==> src/ccc_pkg.sv <==
// Package for the calibrated color classifier.
// Holds pipeline constants, class codes, register indexes and shared types.
// No dependencies; every other file of the block uses it.
`default_nettype none

package ccc_pkg;

  localparam int STAGES     = 7;
  localparam int DIV_FIRST  = 2;
  localparam int DIV_STAGES = 4;
  localparam int CLASS_STG  = 6;
  localparam int REG_IDX_W  = 3;

  localparam logic [7:0] SCALE_TOP    = 8'd255;
  localparam logic [7:0] DARK_LIMIT   = 8'd50;
  localparam logic [7:0] BRIGHT_LIMIT = 8'd200;
  localparam logic [7:0] RED_MARGIN   = 8'd25;

  typedef enum logic [2:0] {
    CLASS_BLACK = 3'd0,
    CLASS_WHITE = 3'd1,
    CLASS_RED   = 3'd2,
    CLASS_BLUE  = 3'd3,
    CLASS_GREEN = 3'd4,
    CLASS_NONE  = 3'd5
  } color_class_t;

  typedef enum logic [REG_IDX_W-1:0] {
    REG_BLACK_RED   = 3'd0,
    REG_BLACK_GREEN = 3'd1,
    REG_BLACK_BLUE  = 3'd2,
    REG_WHITE_RED   = 3'd3,
    REG_WHITE_GREEN = 3'd4,
    REG_WHITE_BLUE  = 3'd5
  } reg_index_t;

  typedef logic [STAGES-1:0] stage_vec_t;

  typedef struct packed {
    stage_vec_t load;
    logic       in_ready;
    logic       out_valid;
  } pipe_ctrl_t;

endpackage

`default_nettype wire

==> src/ccc_if.sv <==
// Channel interfaces of the calibrated color classifier.
// Depends on ccc_pkg for the class type and the register index width.
`default_nettype none

interface ccc_pixel_if #(parameter int W = 16) ();
  logic         valid;
  logic         ready;
  logic [W-1:0] red_count;
  logic [W-1:0] green_count;
  logic [W-1:0] blue_count;
  modport source(output valid, red_count, green_count, blue_count, input ready);
  modport sink(input valid, red_count, green_count, blue_count, output ready);
endinterface

interface ccc_result_if ();
  logic                  valid;
  logic                  ready;
  logic [7:0]            mapped_red;
  logic [7:0]            mapped_green;
  logic [7:0]            mapped_blue;
  ccc_pkg::color_class_t color_class;
  modport source(output valid, mapped_red, mapped_green, mapped_blue, color_class,
                 input ready);
  modport sink(input valid, mapped_red, mapped_green, mapped_blue, color_class,
               output ready);
endinterface

interface ccc_cfg_if #(parameter int W = 16) ();
  logic                           valid;
  logic                           ready;
  logic [ccc_pkg::REG_IDX_W-1:0]  index;
  logic [W-1:0]                   data;
  modport source(output valid, index, data, input ready);
  modport sink(input valid, index, data, output ready);
endinterface

`default_nettype wire

==> src/ccc_pipe_ctrl.sv <==
// Valid bits and per-stage load enables of the classifier pipeline.
// Depends on ccc_pkg for the stage count and the control struct.
`default_nettype none

module ccc_pipe_ctrl (
  input  logic                clk,
  input  logic                rst,
  input  logic                in_valid,
  input  logic                out_ready,
  output ccc_pkg::pipe_ctrl_t ctrl
);

  ccc_pkg::stage_vec_t valid;
  ccc_pkg::stage_vec_t load;

  // A stage takes new data when it is empty or its contents move on.
  always_comb begin
    load[ccc_pkg::STAGES-1] = !valid[ccc_pkg::STAGES-1] || out_ready;
    for (int i = ccc_pkg::STAGES - 2; i >= 0; i--) begin
      load[i] = !valid[i] || load[i+1];
    end
  end

  always_ff @(posedge clk) begin
    if (rst) begin
      valid <= '0;
    end else begin
      if (load[0]) begin
        valid[0] <= in_valid;
      end
      for (int i = 1; i < ccc_pkg::STAGES; i++) begin
        if (load[i]) begin
          valid[i] <= valid[i-1];
        end
      end
    end
  end

  assign ctrl.load      = load;
  assign ctrl.in_ready  = load[0];
  assign ctrl.out_valid = valid[ccc_pkg::STAGES-1];

endmodule

`default_nettype wire

==> src/ccc_chan_map.sv <==
// One color channel: calibration swap, clamp, scale by 255 and a pipelined
// restoring divider that retires two quotient bits per stage. Uses ccc_pkg.
`default_nettype none

module ccc_chan_map #(
  parameter int W = 16
) (
  input  logic                clk,
  input  ccc_pkg::stage_vec_t load,
  input  logic [W-1:0]        count,
  input  logic [W-1:0]        black,
  input  logic [W-1:0]        white,
  output logic [7:0]          mapped
);

  localparam int NW = W + 8;
  localparam int DS = ccc_pkg::DIV_STAGES;

  logic [W-1:0]  lo, hi, xc;
  logic [W-1:0]  diff0, den0;
  logic [NW-1:0] num1;
  logic [W-1:0]  den1;
  logic          zero1;

  logic [NW-1:0] rem_q  [DS-1];
  logic [W-1:0]  den_q  [DS-1];
  logic          zero_q [DS-1];
  logic [7:0]    quo_q  [DS];

  always_comb begin
    lo = (black > white) ? white : black;
    hi = (black > white) ? black : white;
    if (count < lo) begin
      xc = lo;
    end else if (count > hi) begin
      xc = hi;
    end else begin
      xc = count;
    end
  end

  always_ff @(posedge clk) begin
    if (load[0]) begin
      diff0 <= xc - lo;
      den0  <= hi - lo;
    end
    if (load[1]) begin
      num1  <= NW'(diff0) * NW'(ccc_pkg::SCALE_TOP);
      den1  <= den0;
      zero1 <= (den0 == '0);
    end
  end

  for (genvar s = 0; s < DS; s++) begin : g_div
    localparam int KHI = 7 - 2 * s;
    localparam int KLO = 6 - 2 * s;

    logic [NW-1:0] rem_in, rem_mid, rem_out, t_hi, t_lo;
    logic [W-1:0]  den_in;
    logic          zero_in;
    logic [7:0]    quo_in, quo_out;

    if (s == 0) begin : g_first
      assign rem_in  = num1;
      assign den_in  = den1;
      assign zero_in = zero1;
      assign quo_in  = 8'd0;
    end else begin : g_next
      assign rem_in  = rem_q[s-1];
      assign den_in  = den_q[s-1];
      assign zero_in = zero_q[s-1];
      assign quo_in  = quo_q[s-1];
    end

    always_comb begin
      t_hi    = NW'(den_in) << KHI;
      t_lo    = NW'(den_in) << KLO;
      quo_out = quo_in;
      if (rem_in >= t_hi) begin
        rem_mid      = rem_in - t_hi;
        quo_out[KHI] = 1'b1;
      end else begin
        rem_mid = rem_in;
      end
      if (rem_mid >= t_lo) begin
        rem_out      = rem_mid - t_lo;
        quo_out[KLO] = 1'b1;
      end else begin
        rem_out = rem_mid;
      end
    end

    if (s < DS - 1) begin : g_carry
      always_ff @(posedge clk) begin
        if (load[ccc_pkg::DIV_FIRST+s]) begin
          rem_q[s]  <= rem_out;
          den_q[s]  <= den_in;
          zero_q[s] <= zero_in;
          quo_q[s]  <= quo_out;
        end
      end
    end else begin : g_last
      // Equal calibration values give a zero channel.
      always_ff @(posedge clk) begin
        if (load[ccc_pkg::DIV_FIRST+s]) begin
          quo_q[s] <= zero_in ? 8'd0 : quo_out;
        end
      end
    end
  end

  assign mapped = quo_q[DS-1];

endmodule

`default_nettype wire

==> src/ccc_classify.sv <==
// Final stage: classifies the mapped triple and holds the result register.
// Depends on ccc_pkg for thresholds and class codes.
`default_nettype none

module ccc_classify (
  input  logic                  clk,
  input  logic                  load,
  input  logic [7:0]            red,
  input  logic [7:0]            green,
  input  logic [7:0]            blue,
  output logic [7:0]            mapped_red,
  output logic [7:0]            mapped_green,
  output logic [7:0]            mapped_blue,
  output ccc_pkg::color_class_t color_class
);

  ccc_pkg::color_class_t cls;
  logic [8:0]            green_margin;

  always_comb begin
    green_margin = {1'b0, green} + {1'b0, ccc_pkg::RED_MARGIN};
    if (red < ccc_pkg::DARK_LIMIT && green < ccc_pkg::DARK_LIMIT &&
        blue < ccc_pkg::DARK_LIMIT) begin
      cls = ccc_pkg::CLASS_BLACK;
    end else if (red > ccc_pkg::BRIGHT_LIMIT && green > ccc_pkg::BRIGHT_LIMIT &&
                 blue > ccc_pkg::BRIGHT_LIMIT) begin
      cls = ccc_pkg::CLASS_WHITE;
    end else if (red > blue && {1'b0, red} > green_margin) begin
      cls = ccc_pkg::CLASS_RED;
    end else if (blue > red && blue > green) begin
      cls = ccc_pkg::CLASS_BLUE;
    end else if (green > red && green > blue) begin
      cls = ccc_pkg::CLASS_GREEN;
    end else begin
      cls = ccc_pkg::CLASS_NONE;
    end
  end

  always_ff @(posedge clk) begin
    if (load) begin
      mapped_red   <= red;
      mapped_green <= green;
      mapped_blue  <= blue;
      color_class  <= cls;
    end
  end

endmodule

`default_nettype wire

==> src/calibrated_color_classifier_top.sv <==
// Top level of the calibrated color classifier.
// Depends on ccc_pkg, ccc_if, ccc_pipe_ctrl, ccc_chan_map and ccc_classify.
//
// Usage: the pixel channel carries one reading of red, green and blue pulse
// counts per transaction; the result channel returns the three mapped values
// (0..255) and the color class, one result transaction per reading, in order.
// The cfg channel writes the six calibration registers (index 0..2 black red,
// green, blue; 3..5 white red, green, blue); it is always ready and ignores
// indexes beyond the list. Write it only while no reading is in flight.
// Result valid rises when a reading reaches the last pipeline stage. The
// pipeline takes one reading per cycle while the result channel is not
// stalled: its seven stages are a swap and clamp stage, a scale stage, four
// divider stages of two quotient bits each and a classify stage that
// doubles as the output register.
// When the receiver stalls, results stay put and the pipeline keeps taking
// readings until every stage is full; then pixel ready drops. Bubbles are
// squeezed out as data moves. Reset empties the pipeline and clears all
// calibration registers to zero.
`default_nettype none

module calibrated_color_classifier_top #(
  parameter int COUNT_WIDTH = 16
) (
  input  logic          clk,
  input  logic          rst,
  ccc_pixel_if.sink     pixel,
  ccc_result_if.source  result,
  ccc_cfg_if.sink       cfg
);

  logic [COUNT_WIDTH-1:0] black_red, black_green, black_blue;
  logic [COUNT_WIDTH-1:0] white_red, white_green, white_blue;
  logic [7:0]             map_red, map_green, map_blue;
  ccc_pkg::pipe_ctrl_t    ctrl;

  assign cfg.ready = 1'b1;

  always_ff @(posedge clk) begin
    if (rst) begin
      black_red   <= '0;
      black_green <= '0;
      black_blue  <= '0;
      white_red   <= '0;
      white_green <= '0;
      white_blue  <= '0;
    end else if (cfg.valid) begin
      unique case (cfg.index)
        ccc_pkg::REG_BLACK_RED:   black_red   <= cfg.data;
        ccc_pkg::REG_BLACK_GREEN: black_green <= cfg.data;
        ccc_pkg::REG_BLACK_BLUE:  black_blue  <= cfg.data;
        ccc_pkg::REG_WHITE_RED:   white_red   <= cfg.data;
        ccc_pkg::REG_WHITE_GREEN: white_green <= cfg.data;
        ccc_pkg::REG_WHITE_BLUE:  white_blue  <= cfg.data;
        default: ;
      endcase
    end
  end

  ccc_pipe_ctrl u_ctrl (
    .clk       (clk),
    .rst       (rst),
    .in_valid  (pixel.valid),
    .out_ready (result.ready),
    .ctrl      (ctrl)
  );

  assign pixel.ready  = ctrl.in_ready;
  assign result.valid = ctrl.out_valid;

  ccc_chan_map #(.W(COUNT_WIDTH)) u_red (
    .clk    (clk),
    .load   (ctrl.load),
    .count  (pixel.red_count),
    .black  (black_red),
    .white  (white_red),
    .mapped (map_red)
  );

  ccc_chan_map #(.W(COUNT_WIDTH)) u_green (
    .clk    (clk),
    .load   (ctrl.load),
    .count  (pixel.green_count),
    .black  (black_green),
    .white  (white_green),
    .mapped (map_green)
  );

  ccc_chan_map #(.W(COUNT_WIDTH)) u_blue (
    .clk    (clk),
    .load   (ctrl.load),
    .count  (pixel.blue_count),
    .black  (black_blue),
    .white  (white_blue),
    .mapped (map_blue)
  );

  ccc_classify u_class (
    .clk          (clk),
    .load         (ctrl.load[ccc_pkg::CLASS_STG]),
    .red          (map_red),
    .green        (map_green),
    .blue         (map_blue),
    .mapped_red   (result.mapped_red),
    .mapped_green (result.mapped_green),
    .mapped_blue  (result.mapped_blue),
    .color_class  (result.color_class)
  );

endmodule

`default_nettype wire

==> src/flat_wrapper.sv <==
// flat-port wrapper written by rule: the top's interface ports become plain ports
module calibrated_color_classifier_top_flat 
#(
  parameter int COUNT_WIDTH = 16
)
  (clk, rst, pixel_valid, pixel_red_count, pixel_green_count, pixel_blue_count, pixel_ready, result_valid, result_mapped_red, result_mapped_green, result_mapped_blue, result_color_class, result_ready, cfg_valid, cfg_index, cfg_data, cfg_ready);
  ccc_pixel_if pixel_i ();
  ccc_result_if result_i ();
  ccc_cfg_if cfg_i ();
  input  logic clk;
  input  logic rst;
  input wire logic [$bits(pixel_i.valid)-1:0] pixel_valid;
  input wire logic [$bits(pixel_i.red_count)-1:0] pixel_red_count;
  input wire logic [$bits(pixel_i.green_count)-1:0] pixel_green_count;
  input wire logic [$bits(pixel_i.blue_count)-1:0] pixel_blue_count;
  output wire logic [$bits(pixel_i.ready)-1:0] pixel_ready;
  output wire logic [$bits(result_i.valid)-1:0] result_valid;
  output wire logic [$bits(result_i.mapped_red)-1:0] result_mapped_red;
  output wire logic [$bits(result_i.mapped_green)-1:0] result_mapped_green;
  output wire logic [$bits(result_i.mapped_blue)-1:0] result_mapped_blue;
  output wire logic [$bits(result_i.color_class)-1:0] result_color_class;
  input wire logic [$bits(result_i.ready)-1:0] result_ready;
  input wire logic [$bits(cfg_i.valid)-1:0] cfg_valid;
  input wire logic [$bits(cfg_i.index)-1:0] cfg_index;
  input wire logic [$bits(cfg_i.data)-1:0] cfg_data;
  output wire logic [$bits(cfg_i.ready)-1:0] cfg_ready;
  assign pixel_i.valid = pixel_valid;
  assign pixel_i.red_count = pixel_red_count;
  assign pixel_i.green_count = pixel_green_count;
  assign pixel_i.blue_count = pixel_blue_count;
  assign pixel_ready = pixel_i.ready;
  assign result_valid = result_i.valid;
  assign result_mapped_red = result_i.mapped_red;
  assign result_mapped_green = result_i.mapped_green;
  assign result_mapped_blue = result_i.mapped_blue;
  assign result_color_class = result_i.color_class;
  assign result_i.ready = result_ready;
  assign cfg_i.valid = cfg_valid;
  assign cfg_i.index = cfg_index;
  assign cfg_i.data = cfg_data;
  assign cfg_ready = cfg_i.ready;
  calibrated_color_classifier_top #(.COUNT_WIDTH(COUNT_WIDTH)) u_core (.clk(clk), .rst(rst), .pixel(pixel_i), .result(result_i), .cfg(cfg_i));
endmodule
==> config.mk <==
export PLATFORM = sky130hd
export DESIGN_NAME = calibrated_color_classifier_top_flat
export DESIGN_NICKNAME = d
export VERILOG_FILES = /design/src/ccc_pkg.sv /design/src/ccc_if.sv /design/src/ccc_pipe_ctrl.sv /design/src/ccc_chan_map.sv /design/src/ccc_classify.sv /design/src/calibrated_color_classifier_top.sv /design/src/flat_wrapper.sv
export SDC_FILE = /design/constraint.sdc
export NUM_CORES = 2
export LEC_CHECK = 0
export ABC_AREA = 1
export CAP_MARGIN = 20
export CELL_PAD_IN_SITES_DETAIL_PLACEMENT = 1
export CELL_PAD_IN_SITES_GLOBAL_PLACEMENT = 1
export CORE_MARGIN = 2
export CORE_UTILIZATION = 50
export DETAILED_ROUTE_END_ITERATION = 16
export DONT_BUFFER_PORTS = 1
export GPL_TIMING_DRIVEN = 0
export PLACE_DENSITY = 0.82
export SLEW_MARGIN = 30
export SYNTH_ARGS = -nofsm -noshare
export SYNTH_HDL_FRONTEND = slang
export SYNTH_HIERARCHICAL = 1
export SYNTH_SLANG_ARGS = --single-unit
==> constraint.sdc <==
create_clock -name clk -period 6.9 [get_ports clk]
set_input_delay 0.345 -clock clk [delete_from_list [all_inputs] [get_ports clk]]
set_output_delay 0.345 -clock clk [all_outputs]
set_load 0.01 [all_outputs]
==> results.txt <==
CP delay by family, top - compound AO/OA/AOI/OAI gates
Share of cells above drive strength 1 - 6.25%
Syn_area_per_cell - 8.07 um2
Vias in the first global route - 63100
Commonest non-fill, non-tap cells in the layout - 1932 x nand2_1, 1290 x inv_1, 737 x ha_1
Vias post-DR - 58800
Maxcap violations - 0
Post-DP HPWL - 175000 um
Count of final setup violators - 0
Gate Count Post-Synth - 8580
Final worst setup slack - 367 ps
DR vias/cell - 5.57
Clk sink count - 778
Critical Path End - u_core/u_red/diff0[14]$_DFFE_PP_
Iteration-0 DRC Markers - 2866
Post-synthesis register bit count - 778
Reg area - 22300 um2
Area contributors post-synth - edfxtp_1 29%, ha_1 13%, nand2_1 10%, inv_1 7.0%, fa_1 6.8%
Die height - 376 um
WS Path Type - reg2reg
# rows - 136
Mux share of post-synthesis cell area - 0%
GRT Overall Usage - 29.2%
Worst R2R Path Depth - 30
Cell mode on critical path - nand2_1
Layout Skew - 53.7 ps
IO Pins - 102
Util after Layout - 54.5%
Yosys warning count - 6
Core Area - 137000 um2
Top cell type's share of synthesized area - 29.3%
Total congestion overflow - 0
Pin count of the biggest net entering global routing - 97
CP Capture Type - flip-flop
Fillcell total - 16800
CTS Buffer Depth - 3
CTS tree - done
Adder-cell share of the synthesized area - 20.2%
Setup WS pre-CTS - 87.9 ps
Port Buffers - 0
Clk slew on worst S/H paths - 60 ps
Status - completed
Syn Nets - 9627
Placer Congestion - 0.923
Final Hold Viols - 0
Fin nets - 9742
Worst Path Arrival - 6980 ps
Measured slew at the worst slew-check pin - 960 ps
Reg2reg end - u_core/u_red/diff0[14]$_DFFE_PP_
Initial Util - 50.4%
Hold WS - 38.4 ps
Crit path depth - 30
Total CTS buffers - 86
Clock H-tree levels - 3
Wire per inst - 19.8 um
Final Max Tran Viols - 0
First-pass GRT wire length - 333000 um
Synth Flop Type - edfxtp_1
Synth-to-Final Area Change - 8.24%
Sequential element share of the synthesized area - 32.2%
Root Driver - clkbuf_16
Post-synth EDFFs - 675
R2R setup slack - 370 ps
Cell taking the most area after synthesis - edfxtp_1
Multi-input gate area - 41100 um2
Setup crit start - u_core/white_red[9]$_SDFFE_PP0P_
WP buf/inv - 4
Post-synth cell types - 83
Post-synthesis compound-gate area fraction - 12.8%
Initial antenna violation count - 2
Worst-path maximum fanout - 10
Setup crit start kind - flip-flop
HP Class - in2reg
RSZ-0062 raised after global routing - yes
Die area - 141000 um2
Share of async-settable or async-resettable flops after synthesis - 0%
Max incr delay on CP - 570 ps
Crit path required time - 7340 ps
Simple-Gate Fraction of Synth Area - 20.8%
Drt first pass iters - 5
Fmax - 153 MHz
Die W - 376 um
Most common cell after layout, fill and taps aside - nand2_1
Slew HR - 35.4%
Area of the mapped netlist - 69200 um2
Post-route ant nets - 0
Detailed Route WL - 209000 um
Clk Latency, worst-skew pair - 720 ps
Minimum clock period after layout - 6530 ps
Critical R2R Launch - u_core/white_red[9]$_SDFFE_PP0P_
Critical path's slowest cell - o21ai_0
Drt drc - 0
Synth Area in XOR/XNOR - 5.46%
Largest family of logic cells by synthesized area - simple AND/OR/NAND/NOR gates
Tcrit/Tclk final - 94.7%
==> worst min-delay path by stage <==
stage | from | to | cells past startpoint
after floorplan | u_core/u_blue/quo_q[0][6]$_DFFE_PP_ | u_core/u_blue/quo_q[1][6]$_DFFE_PP_ | 0
final | cfg_data[1] | u_core/black_red[1]$_SDFFE_PP0P_ | 4
after global routing | cfg_data[1] | u_core/white_red[1]$_SDFFE_PP0P_ | 4
after global placement | u_core/u_blue/quo_q[1][4]$_DFFE_PP_ | u_core/u_blue/quo_q[2][4]$_DFFE_PP_ | 0
after CTS | cfg_data[1] | u_core/black_red[1]$_SDFFE_PP0P_ | 4
after detailed placement | u_core/u_red/quo_q[1][4]$_DFFE_PP_ | u_core/u_red/quo_q[2][4]$_DFFE_PP_ | 0
==> cell usage after synthesis (34+ instances only) <==
cell / instances
fa_1: 234
edfxtp_1: 675
clkbuf_1: 40
buf_2: 43
nor2_1: 636
nand4_1: 103
xor2_1: 250
o21ai_0: 500
nor4_1: 52
nand2_2: 47
nor3_1: 66
a21oi_1: 567
o21bai_1: 34
nand2_1: 1934
o21ai_2: 66
ha_1: 741
inv_1: 1292
o21ai_1: 165
a21o_1: 38
xnor2_1: 176
dfxtp_1: 103
nand3_1: 406
==> cell type report <==
class / count / share of cell area [%]
sequential: 778 / 29.8
inverter: 1320 / 6.65
antenna: 1 / 0.00334
clock buffer: 99 / 2.98
multi-input combinational: 6342 / 54.9
tap: 1794 / 2.99
buffer: 139 / 1.22
timing repair buffer: 28 / 0.501
clock inverter: 61 / 0.987
==> worst min-delay path, delay by kind of cell <==
family                 cells  cell delay (ps)
buffers and inverters      1              120
and+or+nand+nor            3              240
==> metal layers <==
metal  GRT usage, %  wire length (um)
met1           36.1             90900
met2           53.0            104000
met3           3.29              7040
met4           9.25              6880
met5              0                 0
==> sequential cells by signal (all words and copies together) (netlist names), 24 cells and up <==
register	flops
u_core/u_green/den_q	48
u_core/u_blue/den_q	48
u_core/u_red/g_div.rem_in	24
u_core/u_red/rem_q	72
u_core/u_green/g_div.rem_in	24
u_core/u_green/rem_q	72
u_core/u_red/den_q	48
u_core/u_blue/rem_q	72
u_core/u_blue/g_div.rem_in	24
==> what timing repair did <==
item | in CTS | in global routing
gates resized for setup | 1 | 60
endpoints found under the hold margin | 32 | 0
pin swaps | 0 | 4
setup buffers | 0 | 4
cloned | 0 | 0
setup endpoints to repair | 1 | 14
hold buffers | 15 | 0
==> logic make-up (layout without fill, tap and decap cells) <==
kind of cell / after synthesis / count (layout)
AOI/OAI and AO/OA: 1565 / 1565
xor gates and xnor gates: 429 / 429
adders and majority gates: 975 / 975
buffers and inverters: 1460 / 1647
DFF: 778 / 778
other: 1 / 2
and+or+nand+nor: 3372 / 3372
==> metrics by stage <==
step	setup TNS [ps]	cell area [um2]	instances
finish	0	75000	10600
CTS	0	74800	10600
global placement	-73790	71500	10400
floorplan	0	69200	8580
detailed placement	0	71700	10400
global route	-74.6	74900	10600
Power is left out: the tool's default activity adds up to more than one toggle a clock period on the data nets, which glitch-free logic cannot reach.
